==> src/sv/mseg_pkg.sv <==
// shared constants, types and helpers for the envelope generator
`timescale 1ns / 1ps

package mseg_pkg;

	localparam int PHASE_COUNT = 8;
	localparam int LAST_PHASE  = PHASE_COUNT - 1;
	localparam int PHASE_W     = 3;
	localparam int LEVEL_W     = 8;
	localparam int TIME_W      = 32;
	localparam int IVL_W       = 24;
	localparam int DUR_W       = 7;
	localparam int MS_W        = 7;
	localparam int PROD_W      = DUR_W + MS_W;
	localparam int US_PER_MS   = 1000;
	localparam int LEVEL_MAX   = 255;
	localparam int CFG_IDX_W   = 3;
	localparam int CFG_DATA_W  = 64;
	localparam int DIV_STEPS   = IVL_W;
	localparam int DIV_CNT_W   = 5;

	typedef enum logic [CFG_IDX_W-1:0] {
		REG_END_LEVELS  = 3'd0,
		REG_DURATIONS   = 3'd1,
		REG_SUSTAIN     = 3'd2,
		REG_MS_PER_STEP = 3'd3,
		REG_LOOP_EN     = 3'd4,
		REG_INVERT      = 3'd5
	} cfg_reg_t;

	typedef struct packed {
		logic [PHASE_COUNT*LEVEL_W-1:0] end_levels;
		logic [PHASE_COUNT*DUR_W-1:0]   durations;
		logic [PHASE_COUNT-1:0]         sustain;
		logic [MS_W-1:0]                ms_per_step;
		logic                           loop_en;
		logic                           invert;
	} cfg_t;

	typedef struct packed {
		logic [LEVEL_W-1:0] level_out;
		logic               active;
		logic [PHASE_W-1:0] phase_out;
	} res_t;

	typedef enum logic [2:0] {
		ST_IDLE,
		ST_EVAL,
		ST_MUL,
		ST_SCALE,
		ST_DIV,
		ST_RESULT
	} state_t;

	function automatic logic [LEVEL_W-1:0] end_level(input cfg_t c, input logic [PHASE_W-1:0] ph);
		return c.end_levels[ph*LEVEL_W +: LEVEL_W];
	endfunction

	function automatic logic [DUR_W-1:0] duration(input cfg_t c, input logic [PHASE_W-1:0] ph);
		return c.durations[ph*DUR_W +: DUR_W];
	endfunction

endpackage

==> src/sv/mseg_if.sv <==
// valid/ready channel interfaces for tick input and level output
`timescale 1ns / 1ps

interface mseg_in_if import mseg_pkg::*; ();
	logic              valid;
	logic              ready;
	logic [TIME_W-1:0] now_us;
	logic              trigger;

	modport source (output valid, output now_us, output trigger, input ready);
	modport sink (input valid, input now_us, input trigger, output ready);
endinterface

interface mseg_out_if import mseg_pkg::*; ();
	logic               valid;
	logic               ready;
	logic [LEVEL_W-1:0] level_out;
	logic               active;
	logic [PHASE_W-1:0] phase_out;

	modport source (output valid, output level_out, output active, output phase_out, input ready);
	modport sink (input valid, input level_out, input active, input phase_out, output ready);
endinterface

==> src/sv/mseg_cfg_regs.sv <==
// configuration register bank
`timescale 1ns / 1ps

module mseg_cfg_regs import mseg_pkg::*; (
	input  logic                  clk,
	input  logic                  arst_n,
	input  logic                  cfg_we,
	input  logic [CFG_IDX_W-1:0]  cfg_index,
	input  logic [CFG_DATA_W-1:0] cfg_wdata,
	output cfg_t                  cfg
);

	cfg_t cfg_q;

	always_ff @(posedge clk or negedge arst_n) begin
		if (!arst_n) begin
			cfg_q <= '0;
		end else if (cfg_we) begin
			case (cfg_index)
				REG_END_LEVELS:  cfg_q.end_levels  <= cfg_wdata[PHASE_COUNT*LEVEL_W-1:0];
				REG_DURATIONS:   cfg_q.durations   <= cfg_wdata[PHASE_COUNT*DUR_W-1:0];
				REG_SUSTAIN:     cfg_q.sustain     <= cfg_wdata[PHASE_COUNT-1:0];
				REG_MS_PER_STEP: cfg_q.ms_per_step <= cfg_wdata[MS_W-1:0];
				REG_LOOP_EN:     cfg_q.loop_en     <= cfg_wdata[0];
				REG_INVERT:      cfg_q.invert      <= cfg_wdata[0];
				default: begin
				end
			endcase
		end
	end

	assign cfg = cfg_q;

endmodule

==> src/sv/mseg_divider.sv <==
// restoring divider, one quotient bit per cycle
`timescale 1ns / 1ps

module mseg_divider import mseg_pkg::*; (
	input  logic               clk,
	input  logic               arst_n,
	input  logic               start,
	input  logic [IVL_W-1:0]   dividend,
	input  logic [LEVEL_W-1:0] divisor,
	output logic               done,
	output logic [IVL_W-1:0]   quotient
);

	logic [IVL_W-1:0]     quo_q;
	logic [LEVEL_W-1:0]   rem_q;
	logic [LEVEL_W-1:0]   div_q;
	logic [DIV_CNT_W-1:0] cnt_q;
	logic                 busy_q;
	logic                 done_q;
	logic [LEVEL_W:0]     trial;
	logic [LEVEL_W:0]     trial_sub;
	logic                 fits;

	// shift in next dividend bit, subtract when the divisor fits
	assign trial     = {rem_q, quo_q[IVL_W-1]};
	assign fits      = trial >= {1'b0, div_q};
	assign trial_sub = trial - {1'b0, div_q};

	always_ff @(posedge clk or negedge arst_n) begin
		if (!arst_n) begin
			busy_q <= 1'b0;
			done_q <= 1'b0;
			cnt_q  <= '0;
		end else begin
			done_q <= 1'b0;
			if (start) begin
				busy_q <= 1'b1;
				cnt_q  <= DIV_CNT_W'(DIV_STEPS);
			end else if (busy_q) begin
				cnt_q <= cnt_q - 1'b1;
				if (cnt_q == DIV_CNT_W'(1)) begin
					busy_q <= 1'b0;
					done_q <= 1'b1;
				end
			end
		end
	end

	always_ff @(posedge clk) begin
		if (start) begin
			quo_q <= dividend;
			rem_q <= '0;
			div_q <= divisor;
		end else if (busy_q) begin
			quo_q <= {quo_q[IVL_W-2:0], fits};
			rem_q <= fits ? trial_sub[LEVEL_W-1:0] : trial[LEVEL_W-1:0];
		end
	end

	assign done     = done_q;
	assign quotient = quo_q;

endmodule

==> src/sv/mseg_core.sv <==
// envelope state and the sequencer that evaluates it once per tick, stepping it when a step is due
`timescale 1ns / 1ps

module mseg_core import mseg_pkg::*; (
	input  logic               clk,
	input  logic               arst_n,
	input  cfg_t               cfg,
	input  logic               in_valid,
	output logic               in_ready,
	input  logic [TIME_W-1:0]  now_us,
	input  logic               trigger,
	output res_t               res,
	output logic               res_valid,
	input  logic               res_take,
	output logic               div_start,
	output logic [IVL_W-1:0]   div_dividend,
	output logic [LEVEL_W-1:0] div_divisor,
	input  logic               div_done,
	input  logic [IVL_W-1:0]   div_quotient
);

	state_t              state_q, state_d;
	logic                run_q;
	logic [LEVEL_W-1:0]  level_q;
	logic [PHASE_W-1:0]  phase_q;
	logic [TIME_W-1:0]   last_q;
	logic [IVL_W-1:0]    ivl_q;
	logic                down_q;
	logic [TIME_W-1:0]   now_q;
	logic                trig_q;
	logic [PROD_W-1:0]   prod_q;

	// tick evaluation
	logic [TIME_W-1:0]   elapsed;
	logic                step_due;
	logic [LEVEL_W-1:0]  to_lvl;
	logic [LEVEL_W-1:0]  adv_level;
	logic                adv_reached;
	logic                ev_begin;
	logic                ev_run;
	logic                ev_touch_last;
	logic [PHASE_W-1:0]  ev_phase;
	logic [LEVEL_W-1:0]  ev_level;

	// phase start
	logic [IVL_W-1:0]    t_scaled;
	logic                same_lvl;
	logic                go_down;

	assign elapsed  = now_q - last_q;
	assign step_due = elapsed >= TIME_W'(ivl_q);
	assign to_lvl   = end_level(cfg, phase_q);

	always_comb begin
		if (!down_q) begin
			if (level_q >= to_lvl) begin
				adv_level   = level_q;
				adv_reached = 1'b1;
			end else begin
				adv_level   = level_q + 1'b1;
				adv_reached = (level_q + 1'b1) >= to_lvl;
			end
		end else begin
			if (level_q <= to_lvl) begin
				adv_level   = level_q;
				adv_reached = 1'b1;
			end else begin
				adv_level   = level_q - 1'b1;
				adv_reached = (level_q - 1'b1) <= to_lvl;
			end
		end
	end

	always_comb begin
		ev_begin      = 1'b0;
		ev_run        = run_q;
		ev_touch_last = 1'b0;
		ev_phase      = phase_q;
		ev_level      = level_q;
		if (run_q) begin
			if (step_due) begin
				ev_touch_last = 1'b1;
				ev_level      = adv_level;
				// hold on a sustained phase while the gate stays high
				if (adv_reached && (!cfg.sustain[phase_q] || !trig_q)) begin
					if (phase_q >= PHASE_W'(LAST_PHASE)) begin
						if (cfg.loop_en && trig_q) begin
							ev_begin = 1'b1;
							ev_phase = '0;
						end else begin
							ev_run = 1'b0;
						end
					end else begin
						ev_begin = 1'b1;
						ev_phase = phase_q + 1'b1;
					end
				end
			end
		end else if (trig_q) begin
			ev_begin      = 1'b1;
			ev_phase      = '0;
			ev_run        = 1'b1;
			ev_touch_last = 1'b1;
		end
		if (ev_begin && ev_phase == '0) begin
			ev_level = '0;
		end
	end

	// phase time in us, then interval = time / distance
	assign t_scaled = IVL_W'(prod_q) * IVL_W'(US_PER_MS);
	assign same_lvl = to_lvl == level_q;
	assign go_down  = to_lvl < level_q;

	always_comb begin
		state_d = state_q;
		case (state_q)
			ST_IDLE:   if (in_valid) state_d = ST_EVAL;
			ST_EVAL:   state_d = ev_begin ? ST_MUL : ST_RESULT;
			ST_MUL:    state_d = ST_SCALE;
			ST_SCALE:  state_d = same_lvl ? ST_RESULT : ST_DIV;
			ST_DIV:    if (div_done) state_d = ST_RESULT;
			ST_RESULT: if (res_take) state_d = ST_IDLE;
			default:   state_d = ST_IDLE;
		endcase
	end

	always_comb begin
		in_ready     = state_q == ST_IDLE;
		res_valid    = state_q == ST_RESULT;
		div_start    = (state_q == ST_SCALE) && !same_lvl;
		div_dividend = t_scaled;
		div_divisor  = go_down ? (level_q - to_lvl) : (to_lvl - level_q);
	end

	always_ff @(posedge clk or negedge arst_n) begin
		if (!arst_n) begin
			state_q <= ST_IDLE;
			run_q   <= 1'b0;
			level_q <= '0;
			phase_q <= '0;
			last_q  <= '0;
			ivl_q   <= '0;
			down_q  <= 1'b0;
		end else begin
			state_q <= state_d;
			case (state_q)
				ST_EVAL: begin
					run_q   <= ev_run;
					level_q <= ev_level;
					phase_q <= ev_phase;
					if (ev_touch_last) begin
						last_q <= now_q;
					end
				end
				ST_SCALE: begin
					if (same_lvl) begin
						ivl_q <= t_scaled;
					end else begin
						down_q <= go_down;
					end
				end
				ST_DIV: begin
					if (div_done) begin
						ivl_q <= div_quotient;
					end
				end
				default: begin
				end
			endcase
		end
	end

	always_ff @(posedge clk) begin
		if (state_q == ST_IDLE && in_valid) begin
			now_q  <= now_us;
			trig_q <= trigger;
		end
		if (state_q == ST_MUL) begin
			prod_q <= PROD_W'(duration(cfg, phase_q)) * PROD_W'(cfg.ms_per_step);
		end
	end

	assign res.level_out = cfg.invert ? (LEVEL_W'(LEVEL_MAX) - level_q) : level_q;
	assign res.active    = run_q;
	assign res.phase_out = phase_q;

endmodule

==> src/sv/multi_segment_envelope_generator.sv <==
// top level: config bank, sequencer, divider and output register
//
//  channel  | dir | handshake   | payload
//  ---------+-----+-------------+----------------------------------------
//  in_ch    | in  | valid/ready | now_us[31:0], trigger
//  out_ch   | out | valid/ready | level_out[7:0], active, phase_out[2:0]
//  cfg      | in  | cfg_we      | cfg_index[2:0], cfg_wdata[63:0]
//
// a tick passes through the states idle, eval and result; when a phase starts it
// also passes mul and scale, and with a nonzero level distance also div, where
// it waits for the 24-step divider to raise done;
// one tick at a time; the output register lets the next tick enter while a
// result still waits on out_ch.ready, a second waiting result stalls the core
// arst_n clears the envelope and sequencer state, the config bank and the valid flags to zero
`timescale 1ns / 1ps

module multi_segment_envelope_generator import mseg_pkg::*; (
	input  logic                  clk,
	input  logic                  arst_n,
	mseg_in_if.sink               in_ch,
	mseg_out_if.source            out_ch,
	input  logic                  cfg_we,
	input  logic [CFG_IDX_W-1:0]  cfg_index,
	input  logic [CFG_DATA_W-1:0] cfg_wdata
);

	cfg_t               cfg;
	res_t               res;
	logic               res_valid;
	logic               res_take;
	logic               div_start;
	logic [IVL_W-1:0]   div_dividend;
	logic [LEVEL_W-1:0] div_divisor;
	logic               div_done;
	logic [IVL_W-1:0]   div_quotient;
	logic               out_valid_q;
	res_t               out_q;

	mseg_cfg_regs u_cfg (
		.clk       (clk),
		.arst_n    (arst_n),
		.cfg_we    (cfg_we),
		.cfg_index (cfg_index),
		.cfg_wdata (cfg_wdata),
		.cfg       (cfg)
	);

	mseg_divider u_div (
		.clk      (clk),
		.arst_n   (arst_n),
		.start    (div_start),
		.dividend (div_dividend),
		.divisor  (div_divisor),
		.done     (div_done),
		.quotient (div_quotient)
	);

	mseg_core u_core (
		.clk          (clk),
		.arst_n       (arst_n),
		.cfg          (cfg),
		.in_valid     (in_ch.valid),
		.in_ready     (in_ch.ready),
		.now_us       (in_ch.now_us),
		.trigger      (in_ch.trigger),
		.res          (res),
		.res_valid    (res_valid),
		.res_take     (res_take),
		.div_start    (div_start),
		.div_dividend (div_dividend),
		.div_divisor  (div_divisor),
		.div_done     (div_done),
		.div_quotient (div_quotient)
	);

	// output register loads when empty or being drained
	assign res_take = res_valid && (!out_valid_q || out_ch.ready);

	always_ff @(posedge clk or negedge arst_n) begin
		if (!arst_n) begin
			out_valid_q <= 1'b0;
		end else if (res_take) begin
			out_valid_q <= 1'b1;
		end else if (out_ch.ready) begin
			out_valid_q <= 1'b0;
		end
	end

	always_ff @(posedge clk) begin
		if (res_take) begin
			out_q <= res;
		end
	end

	assign out_ch.valid     = out_valid_q;
	assign out_ch.level_out = out_q.level_out;
	assign out_ch.active    = out_q.active;
	assign out_ch.phase_out = out_q.phase_out;

endmodule

==> src/flat_wrapper.sv <==
// flat-port wrapper written by rule: the top's interface ports become plain ports
module multi_segment_envelope_generator_flat import mseg_pkg::*;
  (clk, arst_n, cfg_we, cfg_index, cfg_wdata, in_ch_valid, in_ch_now_us, in_ch_trigger, in_ch_ready, out_ch_valid, out_ch_level_out, out_ch_active, out_ch_phase_out, out_ch_ready);
  mseg_in_if in_ch_i ();
  mseg_out_if out_ch_i ();
  input  logic clk;
  input  logic arst_n;
  input  logic cfg_we;
  input  logic [CFG_IDX_W-1:0] cfg_index;
  input  logic [CFG_DATA_W-1:0] cfg_wdata;
  input wire logic [$bits(in_ch_i.valid)-1:0] in_ch_valid;
  input wire logic [$bits(in_ch_i.now_us)-1:0] in_ch_now_us;
  input wire logic [$bits(in_ch_i.trigger)-1:0] in_ch_trigger;
  output wire logic [$bits(in_ch_i.ready)-1:0] in_ch_ready;
  output wire logic [$bits(out_ch_i.valid)-1:0] out_ch_valid;
  output wire logic [$bits(out_ch_i.level_out)-1:0] out_ch_level_out;
  output wire logic [$bits(out_ch_i.active)-1:0] out_ch_active;
  output wire logic [$bits(out_ch_i.phase_out)-1:0] out_ch_phase_out;
  input wire logic [$bits(out_ch_i.ready)-1:0] out_ch_ready;
  assign in_ch_i.valid = in_ch_valid;
  assign in_ch_i.now_us = in_ch_now_us;
  assign in_ch_i.trigger = in_ch_trigger;
  assign in_ch_ready = in_ch_i.ready;
  assign out_ch_valid = out_ch_i.valid;
  assign out_ch_level_out = out_ch_i.level_out;
  assign out_ch_active = out_ch_i.active;
  assign out_ch_phase_out = out_ch_i.phase_out;
  assign out_ch_i.ready = out_ch_ready;
  multi_segment_envelope_generator u_core (.clk(clk), .arst_n(arst_n), .in_ch(in_ch_i), .out_ch(out_ch_i), .cfg_we(cfg_we), .cfg_index(cfg_index), .cfg_wdata(cfg_wdata));
endmodule
==> config.mk <==
export PLATFORM = sky130hd
export DESIGN_NAME = multi_segment_envelope_generator_flat
export DESIGN_NICKNAME = d
export VERILOG_FILES = /design/src/sv/mseg_pkg.sv /design/src/sv/mseg_if.sv /design/src/sv/mseg_cfg_regs.sv /design/src/sv/mseg_divider.sv /design/src/sv/mseg_core.sv /design/src/sv/multi_segment_envelope_generator.sv /design/src/flat_wrapper.sv
export SDC_FILE = /design/constraint.sdc
export NUM_CORES = 1
export LEC_CHECK = 0
export BUFFER_PORTS_ARGS = -buffer_cell sky130_fd_sc_hd__buf_2
export CORE_AREA = 2 2 198 200
export DETAILED_ROUTE_END_ITERATION = 7
export DIE_AREA = 0 0 200 202
export GPL_ROUTABILITY_DRIVEN = 0
export PLACE_DENSITY = 0.73
export SETUP_SLACK_MARGIN = 0.5
export SYNTH_ARGS = -nofsm -noshare
export SYNTH_HDL_FRONTEND = slang
export SYNTH_SLANG_ARGS = --single-unit
==> constraint.sdc <==
create_clock -name clk -period 5.6 [get_ports clk]
set_input_delay 1.12 -clock clk [delete_from_list [all_inputs] [get_ports clk]]
set_output_delay 1.12 -clock clk [all_outputs]
set_load 0.01 [all_outputs]
==> results of run 1 <==
sequential cells by signal, indices dropped and copies added (netlist names), 8 cells and up:
| register | count |
|---|---|
| u_core.u_core.ivl_q | 24 |
| u_core.u_div.quotient | 24 |
| u_core.u_div.rem_q | 8 |
| u_core.u_core.prod_q | 14 |
| u_core.u_div.div_q | 8 |
| u_core.u_core.now_q | 32 |
| u_core.u_cfg.cfg | 137 |
| u_core.out_ch.level_out | 8 |
| u_core.u_core.last_q | 32 |
| u_core.u_core.level_q | 8 |
critical path, stage by stage (launching register included):
cell       delay (ns)
edfxtp_1         0.38
inv_1            0.07
ha_2             0.17
inv_2            0.04
fa_2             0.35
a21oi_2          0.18
o211ai_1         0.12
a31o_2           0.29
a21oi_4          0.12
o21a_1           0.18
o21ai_2          0.06
xor2_1           0.16
ha_1             0.30
a21o_1           0.17
a21o_1           0.15
a21o_1           0.16
a211oi_2         0.26
o22ai_2          0.12
a2111oi_4        0.19
nand4_1          0.18
nor4b_4          0.33
and2_4           0.23
a211oi_4         0.05
buf_12           0.16
buf_8            0.13
buf_16           0.15
mux2_4           0.30
cell usage in the layout (no fill, tap or decap), types with 8 or more instances in the layout:
cell type    n
a211oi_1    12
a21o_1      36
a21oi_1     79
a21oi_2     11
and2_1      17
buf_2      117
buf_4       43
clkbuf_1     8
clkbuf_16   39
dfrtp_1    216
dfxtp_1     11
edfxtp_1    88
fa_1        73
ha_1       174
inv_1      158
mux2_2     147
mux2_4      30
mux2i_1     26
mux4_2      32
nand2_1    160
nand2_2     12
nand2b_1    19
nand3_1     37
nand4_1     10
nor2_1      60
nor2b_1     27
nor3_1      21
o21ai_0     56
o21bai_1    12
xnor2_1     60
xor2_1      29
metal layers:
layer | GRT usage (%) | vias to the layer above | part of all wire (%)
met5 | 0 | - | 0
met4 | 7.91 | 0 | 3.3
met3 | 3.37 | 95 | 4.2
met2 | 40.6 | 344 | 50
met1 | 31.0 | 7146 | 43
li1 | - | 6768 | -
metrics by stage:
step,hold slack (ns),utilization [%],cell area [sq um],instances
finish,0.479,62.3,23900,2531
CTS,0.481,61.5,23600,2516
detailed placement,0.469,57.5,22000,2438
floorplan,0.444,-,20900,1848
global route,0.510,62.3,23900,2530
global placement,0.462,57.5,22000,2438
cell families (layout without fill, tap and decap cells):
| kind of cell | Yosys count | count (layout) | synth area share [%] |
|---|---|---|---|
| simple gates | 415 | 415 | 9.45 |
| flops | 316 | 316 | 39.8 |
| mux | 237 | 237 | 14.9 |
| buf+inv | 233 | 397 | 4.54 |
| fa+ha+maj | 255 | 255 | 18.0 |
| xor+xnor | 89 | 89 | 3.74 |
| compound gates | 303 | 303 | 9.56 |
| other cells | 0 | 1 | 0 |
what timing repair did:
action / 4_1_cts / 5_1_grt
pin swaps: 21 / 36
setup endpoints to repair: 52 / 63
gates cloned: 4 / 2
buffers inserted: 15 / 12
hold buffers: 0 / 0
gates resized for setup: 35 / 48
area by class of cell:
cell class | instances | share of cell area, %
flip-flops and latches | 316 | 34.8
multi-input cells | 1299 | 50.1
clock inverters | 8 | 0.351
clock buffers | 51 | 4.35
well taps | 518 | 2.72
repair buffers | 174 | 5.15
inverters | 164 | 2.58
diodes | 1 | 0.0105
worst max-delay path by stage:
stage                                      endpoint  slack, ns                                  from  cells after the start
6_report        u_core.u_core.last_q[6]$_DFFE_PN0P_       0.49      u_core.u_core.now_q[0]$_DFFE_PP_                     26
2_1_floorplan    u_core.u_core.prod_q[13]$_DFFE_PP_       0.50  u_core.u_core.phase_q[0]$_DFFE_PN0P_                     19
5_1_grt         u_core.u_core.last_q[4]$_DFFE_PN0P_       0.23      u_core.u_core.now_q[0]$_DFFE_PP_                     26
3_5_place_dp   u_core.u_core.last_q[19]$_DFFE_PN0P_       0.21      u_core.u_core.now_q[0]$_DFFE_PP_                     24
4_1_cts          u_core.u_core.prod_q[13]$_DFFE_PP_       0.47  u_core.u_core.phase_q[0]$_DFFE_PN0P_                     19
3_3_place_gp    u_core.u_core.last_q[8]$_DFFE_PN0P_       0.34      u_core.u_core.now_q[0]$_DFFE_PP_                     24
==> summary.md, run 1 <==
| Metric | Value |
|---|---|
| Status | `finished clean` |
| HP Class | `flip-flop to flip-flop` |
| Measured slew at the worst slew-check pin | `1.21 ns` |
| Post-place setup slack | `0.210 ns` |
| Crit path kind | `flip-flop to flip-flop` |
| TritonCTS buffer count | `34` |
| Via Count | `14400` |
| Clk buf depth | `3` |
| Largest net degree at the start of global routing | `87` |
| Total Wirelength | `47100 microns` |
| GRT Util Overall | `23.7%` |
| DR vias/cell | `5.67` |
| Final min period | `5.11 ns` |
| Post-synthesis sequential area ratio | `39.8%` |
| Share of the synthesized area in the top cell type | `26.1%` |
| Grt total ovfl | `0` |
| Reg-to-reg critical path startpoint | `u_core.u_core.now_q[0]$_DFFE_PP_` |
| WP data required | `6.00 ns` |
| H-tree lvl count | `2` |
| R2R cell count | `26` |
| Top Ports | `119` |
| Post-Syn Nets | `2208` |
| RSZ-0062 raised after global routing | `true` |
| Worst R2R End | `u_core.u_core.last_q[6]$_DFFE_PN0P_` |
| Yosys Warn Count | `0` |
| Yosys top cell by area | `dfrtp_1` |
| Startpoint types | `flip-flop` |
| Synth area leaders | `dfrtp_1, edfxtp_1, ha_1` |
| Final setup fails | `0` |
| Mapped Avg Cell Area | `11.3 sq um` |
| Slew headroom | `19.0%` |
| Max-cap violation count | `0` |
| Initial antenna violation count | `2` |
| Count of different cell masters after synthesis | `77` |
| Hpwl dp | `34000 microns` |
| Number of synthesized flops with an enable pin | `88` |
| Final sum of negative setup slack | `0 ns` |
| Async S/R FF share, synth | `68.7%` |
| Post-synth top cells | `dfrtp_1, ha_1, nand2_1, inv_1, mux2_2` |
| Yosys reg bits | `316` |
| Hold Path Sink | `u_core.u_core.ivl_q[17]$_DFFE_PN0P_` |
| Remaining antenna violation count | `0` |
| Main synth FF type | `dfrtp_1` |
| TritonCTS clock tree | `yes` |
| Fillcell total | `2991` |
| FF+latch area | `8290 sq um` |
| Final Cycle Share | `91.2%` |
| Slew Viols, Final | `0` |
| Hold path depth | `2` |
| Wirelength per Cell | `18.6 microns` |
| CTS Sinks | `316` |
| Clock transition at path regs | `0.06 ns` |
| Layout cells sized above 1 | `26.3%` |
| DRC viols | `0` |
| Fmax | `196 MHz` |
| Area grow syn2layout | `14.6%` |
| Initial Utilization | `54.4%` |
| NumNets Final | `2349` |
| Max Fanout on Critical Path | `8` |
| Core area | `38300 sq um` |
| CP endpoint kind | `flip-flop` |
| Initial drt markers | `679` |
| Critical Path AT | `5.50 ns` |
| R2r setup slk | `0.49 ns` |
| Final Hold Fails | `0` |
| Die X | `200 microns` |
| Worst skew pair latency | `0.52 ns` |
| Footprint of the multi-input gates | `12000 sq um` |
| Setup WS post-layout | `0.491 ns` |
| Synth Instances | `1848` |
| DR pass1 iterations | `5` |
| FP Rows | `72` |
| Die height | `202 microns` |
| Worst min-delay path startpoint | `u_core.u_core.ivl_q[17]$_DFFE_PN0P_` |
| Root Buffer | `clkbuf_16` |
| I/O Buffers | `118` |
| Vias in the first global route | `14900` |
| Cell with the most instances after synthesis | `dfrtp_1` |
| Worst Skew | `0.0191 ns` |
| Global-route wire length before repair | `76400 microns` |
| Netlist Area Pre-Place | `20800 sq um` |
| Die area | `40400 sq um` |
Power of run 1 is not shown: default switching activity piles up to over one toggle a cycle in this logic, so the estimate is an artifact.
==> run 2, diff against run 1 <==
- SETUP_SLACK_MARGIN: 0.5 -> 0.2
==> summary.md, run 2 (synthesis gave the netlist of run 1 again) <==
| Metric | Value |
|---|---|
| Delay-heaviest family, CP | `compound AO/OA/AOI/OAI gates` |
| Final sum of negative setup slack | `0 ns` |
| Largest net degree at the start of global routing | `152` |
| FP Rows | `72` |
| Final setup fails | `0` |
| Slew headroom | `17.6%` |
| Remaining antenna violation count | `0` |
| Largest stage delay, worst path | `0.38 ns` |
| Crit path top cell by count | `a21o_1` |
| TritonCTS buffer count | `36` |
| Crit path max-delay cell type | `edfxtp_1` |
| Max Fanout on Critical Path | `3` |
| Initial Utilization | `54.4%` |
| Clk buf depth | `3` |
| Top Ports | `119` |
| Final Hold Fails | `0` |
| Worst path bufs/invs | `4` |
| Final Cycle Share | `92.9%` |
| CP endpoint kind | `flip-flop` |
| Hpwl dp | `34400 microns` |
| R2r setup slk | `0.40 ns` |
| I/O Buffers | `118` |
| Max-cap violation count | `0` |
| Die area | `40400 sq um` |
| Layout cells sized above 1 | `23.6%` |
| Vias in the first global route | `14800` |
| Area grow syn2layout | `12.5%` |
| TritonCTS clock tree | `yes` |
| Die height | `202 microns` |
| Max reg flops | `137` |
| Worst Setup SP | `u_core.u_core.now_q[0]$_DFFE_PP_` |
| DRC viols | `0` |
| H-tree lvl count | `2` |
| Commonest non-fill, non-tap cell in the layout | `dfrtp_1` |
| Core area | `38300 sq um` |
| Clock transition at path regs | `0.06 ns` |
| DR pass1 iterations | `5` |
| Worst skew pair latency | `0.55 ns` |
| Root Buffer | `clkbuf_16` |
| Measured slew at the worst slew-check pin | `1.23 ns` |
| Most frequent cells in the layout | `dfrtp_1, ha_1, nand2_1` |
| GRT Util Overall | `23.8%` |
| Wirelength per Cell | `18.5 microns` |
| Reg-to-reg critical path startpoint | `u_core.u_core.now_q[0]$_DFFE_PP_` |
| Via Count | `14300` |
| Routed met3 length | `1830 microns` |
| WP data required | `6.00 ns` |
| Hold Buf Count CTS | `0` |
| Initial drt markers | `767` |
| WP depth | `25` |
| NumNets Final | `2334` |
| Critical Path AT | `5.60 ns` |
| Die X | `200 microns` |
| RSZ-0062 raised after global routing | `true` |
| Met1 Routed Length | `19800 microns` |
| Initial antenna violation count | `1` |
| Post-place setup slack | `0.127 ns` |
| Slew Viols, Final | `0` |
| Total Wirelength | `46700 microns` |
| HP Class | `flip-flop to flip-flop` |
| Grt total ovfl | `0` |
| Global-route wire length before repair | `76000 microns` |
| CTS Sinks | `316` |
| CP endpoint | `u_core.u_core.phase_q[0]$_DFFE_PN0P_` |
| Setup WS post-layout | `0.400 ns` |
| Fillcell total | `3068` |
| Fmax | `192 MHz` |
| Worst R2R End | `u_core.u_core.phase_q[0]$_DFFE_PN0P_` |
| Crit path kind | `flip-flop to flip-flop` |
| R2R cell count | `25` |
| Final min period | `5.20 ns` |
| Worst Skew | `0.0255 ns` |
| DR vias/cell | `5.66` |
| Status | `finished clean` |
| Top Metal Used | `met4` |
| WL met2 | `23400 microns` |
| Startpoint types | `flip-flop` |
## run 2: cell count changes in the layout (fill, tap and decap cells not counted), moves of 5 or more
cell and change:
inv_1 +5, nand2_4 -7, a21oi_1 +5, buf_4 -12
nand2_2 -8, inv_2 -5, o21ai_0 +5, ha_1 +6
nand2_1 +15, ha_4 -5
## run 2: per-stage QoR
stage          std cells  cell area, sq um  utilization, %  hold WS [ns]
2_1_floorplan       1848             20800               -         0.444
3_3_place_gp        2439             22000            57.5         0.462
3_5_place_dp        2439             22000            57.5         0.466
4_1_cts             2507             23300            60.8         0.475
5_1_grt             2518             23400            61.2         0.511
6_report            2519             23400            61.2         0.478
## run 2: metal layers
metal	GRT usage, %	vias up
li1	-	6734
met1	30.5	7092
met2	40.7	336
met3	3.37	92
met4	9.23	0
met5	0	-
## run 2: worst register-to-register path: cells and delay by family (launching register included)
family | cells | cell delay (ns)
adder cells (fa/ha/maj) | 3 | 0.83
AND/OR/NAND/NOR | 4 | 1.02
XOR/XNOR | 1 | 0.16
buffers and inverters | 4 | 0.40
AO/OA/AOI/OAI | 13 | 2.27
flip-flops | 1 | 0.38
## run 2: what timing repair did
action | 4_1_cts | 5_1_grt
setup endpoints to repair | 34 | 47
pin swaps | 2 | 13
gates cloned | 1 | 0
resized for setup | 5 | 22
setup buffers | 3 | 11
## run 2: cell type report
class	count	area, sq um	share of cell area (%)
flip-flops and latches	316	8290	35.4
inverters	164	616	2.63
repair buffers	157	983	4.20
diodes	1	2.50	0.0107
well taps	518	648	2.77
multi-input cells	1299	11700	50.0
clock inverters	10	114	0.486
clock buffers	54	1060	4.53
## run 2: worst min path at each step
stage / start / cells past startpoint / endpoint / slack [ns]
6_report: u_core.u_div.quotient[1]$_SDFFE_PP0P_ / 2 / u_core.u_core.ivl_q[1]$_DFFE_PN0P_ / 0.48
5_1_grt: u_core.u_cfg.cfg[65]$_DFFE_PN0P_ / 1 / u_core.u_cfg.cfg[65]$_DFFE_PN0P_ / 0.51
4_1_cts: u_core.u_div.quotient[0]$_SDFFE_PP0P_ / 2 / u_core.u_core.ivl_q[0]$_DFFE_PN0P_ / 0.48
3_5_place_dp: u_core.u_div.quotient[0]$_SDFFE_PP0P_ / 2 / u_core.u_core.ivl_q[0]$_DFFE_PN0P_ / 0.47
3_3_place_gp: u_core.u_div.quotient[1]$_SDFFE_PP0P_ / 2 / u_core.u_core.ivl_q[1]$_DFFE_PN0P_ / 0.46
2_1_floorplan: u_core.u_div.quotient[1]$_SDFFE_PP0P_ / 2 / u_core.u_core.ivl_q[1]$_DFFE_PN0P_ / 0.44
Power of run 2 is left out for the same reason.
